==> config.mk <==
export PLATFORM = sky130hd
export DESIGN_NAME = base64_block_decoder
export DESIGN_NICKNAME = d
export VERILOG_FILES = /design/src/b64d_pkg.sv /design/src/base64_block_decoder.sv /design/src/b64d_lane.sv /design/src/b64d_merge.sv
export VERILOG_INCLUDE_DIRS = /design/src /design/src/src
export SDC_FILE = /design/constraint.sdc
export NUM_CORES = 1
export LEC_CHECK = 0
export BUFFER_PORTS_ARGS = -buffer_cell sky130_fd_sc_hd__buf_4
export CORE_ASPECT_RATIO = 0.5
export CORE_UTILIZATION = 59
export CTS_CLUSTER_DIAMETER = 200
export DETAILED_ROUTE_END_ITERATION = 12
export MAX_ROUTING_LAYER = met4
export PLACE_DENSITY = 0.89
export SLEW_MARGIN = 0
export SYNTH_ARGS = -nofsm -noshare
export SYNTH_HDL_FRONTEND = slang
export SYNTH_SLANG_ARGS = --single-unit
==> constraint.sdc <==
create_clock -name clk -period 17 [get_ports clk]
set_clock_uncertainty 0.1 [all_clocks]
set_input_delay 0.85 -clock clk [delete_from_list [all_inputs] [get_ports clk]]
set_output_delay 0.85 -clock clk [all_outputs]
set_load 0.05 [all_outputs]
==> src/base64_block_decoder_defines.svh <==
// assertion helpers for the base64 block decoder
`ifndef BASE64_BLOCK_DECODER_DEFINES_SVH
`define BASE64_BLOCK_DECODER_DEFINES_SVH

// condition implies check in the same cycle
`define B64D_ASSERT_NOW(label, cond, check) \
  label: assert property (@(posedge clk) disable iff (rst) (cond) |-> (check)) \
    else $error("b64d assertion failed");

// condition implies check in the next cycle
`define B64D_ASSERT_NEXT(label, cond, check) \
  label: assert property (@(posedge clk) disable iff (rst) (cond) |=> (check)) \
    else $error("b64d assertion failed");

`endif

==> src/b64d_pkg.sv <==
`default_nettype none
package b64d_pkg;

  localparam int COUNT_BITS  = 32;
  localparam int OFFSET_BITS = 36;
  localparam int LANES       = 4;
  localparam int LANE_CHARS  = 4;
  localparam int POS_BITS    = $clog2(LANE_CHARS);
  localparam int LANE_BITS   = $clog2(LANES);

  typedef struct packed {
    logic [63:0] chars_low;
    logic [63:0] chars_high;
    logic        last_block;
  } text_t;

  typedef struct packed {
    logic [63:0]            bytes_low;
    logic [31:0]            bytes_high;
    logic                   bad_input;
    logic [OFFSET_BITS-1:0] bad_offset;
    logic [7:0]             bad_char;
    logic                   stream_end;
  } data_t;

  typedef struct packed {
    logic       ok;
    logic [5:0] val;
  } sextet_t;

  // what one lane reports for its group of four characters
  typedef struct packed {
    logic [23:0]         bytes;
    logic                bad;
    logic [POS_BITS-1:0] pos;
    logic [7:0]          chr;
  } lane_res_t;

  function automatic sextet_t sextet_of(input logic [7:0] c);
    sextet_t s;
    s.ok  = 1'b1;
    s.val = '0;
    if (c inside {[8'h41:8'h5a]}) begin
      s.val = 6'(c - 8'h41);
    end else if (c inside {[8'h61:8'h7a]}) begin
      s.val = 6'(c - 8'h47);
    end else if (c inside {[8'h30:8'h39]}) begin
      s.val = 6'(c + 8'h04);
    end else if (c == 8'h2b) begin
      s.val = 6'd62;
    end else if (c == 8'h2f) begin
      s.val = 6'd63;
    end else begin
      s.ok = 1'b0;
    end
    return s;
  endfunction

endpackage
`default_nettype wire

==> src/base64_block_decoder.sv <==
// an accepted request is registered in the lane stage, then in the merge stage, whose register holds the result
// throughput: one block of 16 characters per cycle while the output is not stalled; four lanes decode in parallel
// a stalled output holds its result while one more request waits in the lane stage
// reset clears both valid flags and the block counter; data registers are not reset
`default_nettype none
`include "base64_block_decoder_defines.svh"
module base64_block_decoder import b64d_pkg::*; (
  input  logic  clk,
  input  logic  rst,
  input  logic  text_valid,
  output logic  text_ready,
  input  text_t text,
  output logic  data_valid,
  input  logic  data_ready,
  output data_t data
);

  logic [127:0]          all_chars;
  lane_res_t [LANES-1:0] lane_out;
  lane_res_t [LANES-1:0] s1_lanes;
  logic [COUNT_BITS-1:0] s1_count;
  logic                  s1_last;
  logic                  s1_valid;
  logic [COUNT_BITS-1:0] count;
  logic [COUNT_BITS-1:0] count_next;
  data_t                 merged;
  logic                  out_load;
  logic                  text_take;

  assign all_chars  = {text.chars_high, text.chars_low};
  assign out_load   = !data_valid || data_ready;
  assign text_ready = !s1_valid || out_load;
  assign text_take  = text_valid && text_ready;
  assign count_next = text.last_block ? '0 : count + 1'b1;

  for (genvar g = 0; g < LANES; g++) begin : g_lane
    b64d_lane u_lane (
      .chars (all_chars[8*LANE_CHARS*g +: 8*LANE_CHARS]),
      .res   (lane_out[g])
    );
  end

  b64d_merge u_merge (
    .lanes      (s1_lanes),
    .count      (s1_count),
    .last_block (s1_last),
    .result     (merged)
  );

  always_ff @(posedge clk) begin
    if (rst) begin
      s1_valid   <= 1'b0;
      data_valid <= 1'b0;
      count      <= '0;
    end else begin
      if (text_ready) s1_valid <= text_valid;
      if (out_load) data_valid <= s1_valid;
      if (text_take) count <= count_next;
    end
  end

  always_ff @(posedge clk) begin
    if (text_take) begin
      s1_lanes <= lane_out;
      s1_count <= count;
      s1_last  <= text.last_block;
    end
    if (out_load && s1_valid) data <= merged;
  end

  `B64D_ASSERT_NEXT(a_count_clear, text_take && text.last_block, count == '0)
  `B64D_ASSERT_NOW(a_clean_no_err, data_valid && !data.bad_input,
                   data.bad_offset == '0 && data.bad_char == '0)
  `B64D_ASSERT_NOW(a_bad_no_bytes, data_valid && data.bad_input,
                   data.bytes_low == '0 && data.bytes_high == '0)
  `B64D_ASSERT_NEXT(a_s1_held, s1_valid && !out_load, s1_valid)

endmodule
`default_nettype wire

==> src/b64d_lane.sv <==
`default_nettype none
module b64d_lane import b64d_pkg::*; (
  input  logic [8*LANE_CHARS-1:0] chars,
  output lane_res_t               res
);

  sextet_t s [LANE_CHARS];
  logic [23:0] word;

  always_comb begin
    for (int i = 0; i < LANE_CHARS; i++) begin
      s[i] = sextet_of(chars[8*i +: 8]);
    end
    word = {s[0].val, s[1].val, s[2].val, s[3].val};
    // byte order of the stream: high byte of the group first
    res.bytes = {word[7:0], word[15:8], word[23:16]};
    res.bad   = 1'b0;
    res.pos   = '0;
    res.chr   = '0;
    // scan downward so the lowest bad character wins
    for (int i = LANE_CHARS - 1; i >= 0; i--) begin
      if (!s[i].ok) begin
        res.bad = 1'b1;
        res.pos = POS_BITS'(i);
        res.chr = chars[8*i +: 8];
      end
    end
  end

endmodule
`default_nettype wire

==> src/b64d_merge.sv <==
`default_nettype none
module b64d_merge import b64d_pkg::*; (
  input  lane_res_t [LANES-1:0] lanes,
  input  logic [COUNT_BITS-1:0] count,
  input  logic                  last_block,
  output data_t                 result
);

  logic                          any_bad;
  logic [LANE_BITS-1:0]          sel;
  logic [8*3*LANES-1:0]          all_bytes;
  logic [COUNT_BITS+LANE_BITS+POS_BITS-1:0] full_offset;

  always_comb begin
    any_bad = 1'b0;
    sel     = '0;
    for (int i = LANES - 1; i >= 0; i--) begin
      if (lanes[i].bad) begin
        any_bad = 1'b1;
        sel     = LANE_BITS'(i);
      end
    end
    for (int i = 0; i < LANES; i++) begin
      all_bytes[24*i +: 24] = lanes[i].bytes;
    end
    full_offset = {count, sel, lanes[sel].pos};

    result.bytes_low  = any_bad ? '0 : all_bytes[63:0];
    result.bytes_high = any_bad ? '0 : all_bytes[95:64];
    result.bad_input  = any_bad;
    result.bad_offset = any_bad ? OFFSET_BITS'(full_offset) : '0;
    result.bad_char   = any_bad ? lanes[sel].chr : '0;
    result.stream_end = last_block;
  end

endmodule
`default_nettype wire
==> results.toml, run 1 <==
[synthesis]
yosys.area_share.simple_pct = 17.6
synth_top_area_cell = "edfxtp_1"
synthTopCellsByArea = "edfxtp_1 44%, ha_1 8.7%, and2_1 3.4%"
synth.avg_cell_area_um2 = 10.6
synth_edf_count = 315
synth_cell_types = 97
synth_mux_area_share_pct = 1.60
synth_top_family_by_area = "simple AND/OR/NAND/NOR gates"
synthXorXnorAreaFrac_pct = 3.29
ys_seq_elements = 349
synth_seq_area_share_pct = 47.6
yosysWarnings = 0
syn_inst = 2006
synthDominantCellAreaShare_pct = 44.4
synth_flop_cell = "edfxtp_1"
syn_nets = 2288
ys_async_sr_fraction_pct = 0
synth_compound_area_share_pct = 17.1
synth_fa_ha_area_share_pct = 8.74
synth_area_um2 = 21300

[pwr]
p_leak_nw = 9.78
p_per_area_nw_per_um2 = 83.7
ir_worst_vdd_v = 0.0000808

[global_routing]
antenna_found_initial = 3
grt_usage_pct = 29.4
grt_pass1_vias = 15500
grt_overflow_total = 0
grt_max_degree = 94
grt_pass1_wl_um = 84000

[clock_network]
hold_buffers = 0
clk_latency_ps = 590
cts_buffers = 31
cts_max_level = 1
clkTransAtPathRegs_ps = 70
cts_max_path_buffers = 3
cts_resized = 0
postCtsSetupRepairBufs = 0
clock-sinks = 349
cts-root-buf = "clkbuf_16"
cts_tree = "yes"

[timing]
post-route-period-util_pct = 19.9
worst_slew_pin_slew_ps = 1180
fmax_mhz = 296
slew_headroom_pct = 20.8
rsz0062_at_grt = "false"
holdWs_ps = 324
finalHoldViolCount = 0
setup_violations = 0
layout_min_cycle_time_ps = 3380
slew_viol_final = 0
fin_setup_tns_ps = 0

[outcome]
outcome = "completed"

[die]
chipWidth_um = 271
fp.dieArea_um2 = 37000
start_util_pct = 60.9
pin_count = 277
coreArea_um2 = 35000
rows = 48
die_h_um = 136

[hold_path]
hp-class = "register to register"
whs_path_depth = 0
hp-start = "s1_last"
min_to = "data[0]"

[cells_and_area]
final_cells = 2740
final_area_um2 = 24700
drive_above_1_share_pct = 17.5
final_nets = 2519
post-route-util_pct = 70.6
fill_cells = 2541
syn2layout_area_growth_pct = 15.9
multi_input_area_um2 = 10300
register_area_um2 = 10100

[flow_run]
cap_violations = 0

[place]
buffer_ports.inserted = 276
dp_hpwl_um = 38500
place_congestion = 0.965
dpl.cell_count = 2679
placed_area_um2 = 23700

[setup_path]
endpoint_kind = "register"
r2r_slack_ps = 13620
cp.arrival_ps = 3490
critPathLaunchType = "register"
reg2reg_to = "s1_lanes[113]"
r2r-start = "data_valid"
worstSetupPathType = "register to register"
cp_max_fo = 70
cp_data_required_time_ps = 17110
r2r_cells = 4

[detailed_routing]
wirelength_um = 54100
post_drt_wl_per_cell_um = 19.8
dr.pass1.iters = 6
drc_errors = 0
vias = 17000
drt_iter0_markers = 1994
ant_nets = 0
via_per_inst = 6.19
## stage by stage
step	worst slack [ps]	total power, mW
after floorplan	4910	1.25
after global placement	13180	1.36
after detailed placement	13100	1.36
after CTS	13620	2.07
after global routing	13400	2.14
final	13620	2.07
## layout make-up
class,instances,share of cell area (%)
antenna,3,0.0304
clock buffer,41,3.67
clock inverter,17,0.522
inverter,132,2.01
multi-input combinational,1440,41.7
sequential,349,41.0
tap,475,2.41
timing repair buffer,283,8.60
## power breakdown
group / switching [mW] / total [mW] / internal (mW)
clock: 0.325 / 0.718 / 0.393
combinational: 0.228 / 0.347 / 0.119
sequential: 0.0171 / 1.00 / 0.988
total: 0.570 / 2.07 / 1.50
## cell usage after synthesis, types with 22 or more instances
| cell type | number |
|---|---|
| ha_1 | 149 |
| a31oi_1 | 23 |
| a221oi_1 | 29 |
| and2_1 | 117 |
| dfxtp_1 | 34 |
| nand2_1 | 102 |
| nor3_1 | 38 |
| clkbuf_1 | 50 |
| edfxtp_1 | 315 |
| buf_2 | 22 |
| o211ai_1 | 23 |
| nand3_1 | 46 |
| inv_1 | 130 |
| nor2b_1 | 79 |
| xor2_1 | 31 |
| nand2b_1 | 25 |
| a21oi_1 | 127 |
| o21ai_0 | 104 |
| nor2_1 | 117 |
| xnor2_1 | 49 |
## worst max path at each step
stage,start,slack [ps],cells past startpoint,to
after floorplan,data_ready,4910,2,data[0]
after global placement,data_ready,13180,5,s1_lanes[25]
after detailed placement,data_ready,13100,5,s1_lanes[7]
after CTS,data_valid,13620,4,s1_lanes[113]
after global routing,data_valid,13400,4,s1_lanes[115]
final,data_valid,13620,4,s1_lanes[113]
## registers in the layout (all words and copies together), names as in the netlist
register	flops
s1_last	1
s1_lanes	140
count	32
s1_valid	1
data	142
data_valid	1
s1_count	32
## kinds of logic after synthesis
family | Yosys count
multiplexers | 21
XOR/XNOR | 80
AND/OR/NAND/NOR | 667
flip-flops | 349
adder cells (fa/ha/maj) | 149
AO/OA/AOI/OAI | 523
buffers and inverters | 217
## worst max-delay path, stage by stage, from the launching register on
cell and delay [ps]:
dfxtp_1 360, nand3b_1 200, and2_4 770, buf_4 810
buf_4 640
## metal layers
| metal | global-route usage [%] | vias up | part of all wire (%) | wire length (µm) |
|---|---|---|---|---|
| met5 | - | - | 0 | 0 |
| met4 | 9.64 | 0 | 3.4 | 1830 |
| met3 | 3.74 | 116 | 6.3 | 3420 |
| met2 | 47.2 | 781 | 48 | 26000 |
| met1 | 38.9 | 8115 | 42 | 22900 |
| li1 | - | 7942 | - | - |
## layout by cell type (no fill, tap or decap), types with 13 or more instances in the layout
cell type | Yosys | layout
xnor2_1 | 49 | 49
nor2_1 | 117 | 117
buf_4 | 2 | 283
o22ai_1 | 21 | 21
o21ai_0 | 104 | 104
ha_1 | 149 | 149
and3_1 | 20 | 20
nor2b_1 | 79 | 79
xor2_1 | 31 | 31
nand2_1 | 102 | 102
and2_1 | 117 | 116
nor3_1 | 38 | 38
edfxtp_1 | 315 | 315
a221oi_1 | 29 | 29
clkbuf_16 | 0 | 34
nand2b_1 | 25 | 25
nand3_1 | 46 | 46
a211oi_1 | 16 | 16
a31oi_1 | 23 | 23
inv_1 | 130 | 130
dfxtp_1 | 34 | 34
a21oi_1 | 127 | 127
o221ai_1 | 15 | 15
o211ai_1 | 23 | 23
nand4_1 | 21 | 21
nor4_1 | 14 | 13
Power figures use the tool's default switching activity.
==> inputs of run 2 (changes only) <==
- clock period: 17 -> 3.5 ns (I/O delays scaled with it)
==> results.toml, run 2 (same netlist as run 1, synthesis figures left out) <==
[global_routing]
use_met2_pct = 50.5
busiest_layer = "met2"
grt_usage_pct = 31.3
use_met3_pct = 4.15
grt_pass1_wl_um = 90100
antenna_found_initial = 3
grt_overflow_total = 0
grt_max_degree = 143
grt_pass1_vias = 16700
globalRouteMet1Util_pct = 41.2

[die]
die_h_um = 136
rows = 48
fp.dieArea_um2 = 37000
coreArea_um2 = 35000
chipWidth_um = 271
start_util_pct = 60.9
pin_count = 277

[cells_and_area]
drive_above_1_share_pct = 17.3
largest_register = "data"
final_area_um2 = 26100
top_regs = "data (142), s1_lanes (140)"
fill_cells = 2327
largest_register_ffs = 142
syn2layout_area_growth_pct = 22.6
post-route-util_pct = 74.6
layout_commonest_cell = "edfxtp_1"
layout_common_cells = "315 x edfxtp_1, 290 x buf_4, 148 x ha_1"
final_nets = 2657

[timing]
fmax_mhz = 291
rsz0062_at_grt = "false"
finalHoldViolCount = 0
slew_headroom_pct = 30.9
setup_violations = 0
fin_setup_tns_ps = 0
post-route-period-util_pct = 98.2
layout_min_cycle_time_ps = 3440
worst_slew_pin_slew_ps = 1010
setup_ws_ps = 64.6
slew_viol_final = 0

[detailed_routing]
drc_errors = 0
vias = 17900
wirelength_um = 57800
drt_iter0_markers = 1932
dr.pass1.iters = 7
via_per_inst = 6.22
post_drt_wl_per_cell_um = 20.1
ant_nets = 0

[place]
buffer_ports.inserted = 276
pre_cts_ws_ps = 642
place_congestion = 0.988
dp_hpwl_um = 38900
placed_area_um2 = 23800

[setup_path]
startpoint = "text[49]"
r2r-start = "data_valid"
cp_data_required_time_ps = 3740
cp_max_fo = 9
critPathLaunchType = "primary input"
worstSetupPathType = "primary input to register"
cp.arrival_ps = 3670
endpoint_kind = "register"

[clock_network]
cts_max_level = 1
cts_max_path_buffers = 3
cts-root-buf = "clkbuf_16"
clkTransAtPathRegs_ps = 70
clock-sinks = 349
cts_tree = "yes"
clk_latency_ps = 600
cts_buffers = 31

[outcome]
outcome = "completed"

[hold_path]
hp-class = "primary input to register"
hp-start = "text[125]"

[pwr]
p_per_area_nw_per_um2 = 391
p_leak_nw = 10.4
ir_worst_vdd_v = 0.000463
total_power_mw = 10.2

[flow_run]
cap_violations = 0
## run 2: changes by cell type in the layout (fill, tap and decap cells not counted), moves of 2 or more
| cell | change |
|---|---|
| dlygate4sd3_1 | +128 |
| buf_4 | +7 |
| clkinv_2 | +4 |
| buf_12 | +3 |
| clkbuf_16 | -3 |
| and2_2 | +2 |
| bufinv_16 | +2 |
| nor3_2 | -2 |
| nor3_4 | +2 |
## run 2: per-layer routing
| metal | wire, µm | up-vias |
|---|---|---|
| li1 | - | 8209 |
| met1 | 23500 | 8553 |
| met2 | 27600 | 937 |
| met3 | 4360 | 177 |
| met4 | 2200 | 0 |
| met5 | 0 | - |
## run 2: stage by stage
stage	hold WS [ps]	cells
floorplan	144	2006
global placement	251	2686
detailed placement	262	2686
CTS	2.20	2870
global route	25.3	2876
finish	17.7	2876
## run 2: report_power, final
group / total, mW / switching (mW) / internal [mW]
clock: 3.47 / 1.59 / 1.89
sequential: 4.89 / 0.0905 / 4.80
combinational: 1.86 / 1.15 / 0.702
## run 2: path summary, 6_finish.rpt
path | end | slack [ps] | depth (start not counted)
max reg2reg | count[21] | 1120 | 6
min | s1_lanes[67] | 20 | 4
max | s1_lanes[108] | 60 | 12
min reg2reg | data[0] | 360 | 0
## run 2: critical path: stages
cell	delay, ps
dlygate4sd3_1	540
buf_4	170
inv_1	80
ha_2	210
nor2b_1	130
o211a_1	230
o31a_2	390
and2_2	260
a221oi_1	280
dlygate4sd3_1	590
o22ai_1	70
dlygate4sd3_1	550
## run 2: final cells by class
type / instances / area [µm²] / area share, %
antenna: 3 / 7.51 / 0.0287
tap: 475 / 594 / 2.27
clock inverter: 20 / 185 / 0.709
inverter: 132 / 499 / 1.91
clock buffer: 36 / 815 / 3.12
sequential: 349 / 10100 / 38.8
timing repair buffer: 421 / 3520 / 13.5
multi-input combinational: 1440 / 10400 / 39.7
## run 2: repair_timing
| item | 4_1_cts | 5_1_grt |
|---|---|---|
| endpoints found under the hold margin | 104 | 0 |
| resized for setup | 0 | 14 |
| hold buffers | 128 | 0 |
| setup endpoints to repair | 0 | 9 |
| buffers inserted | 0 | 3 |
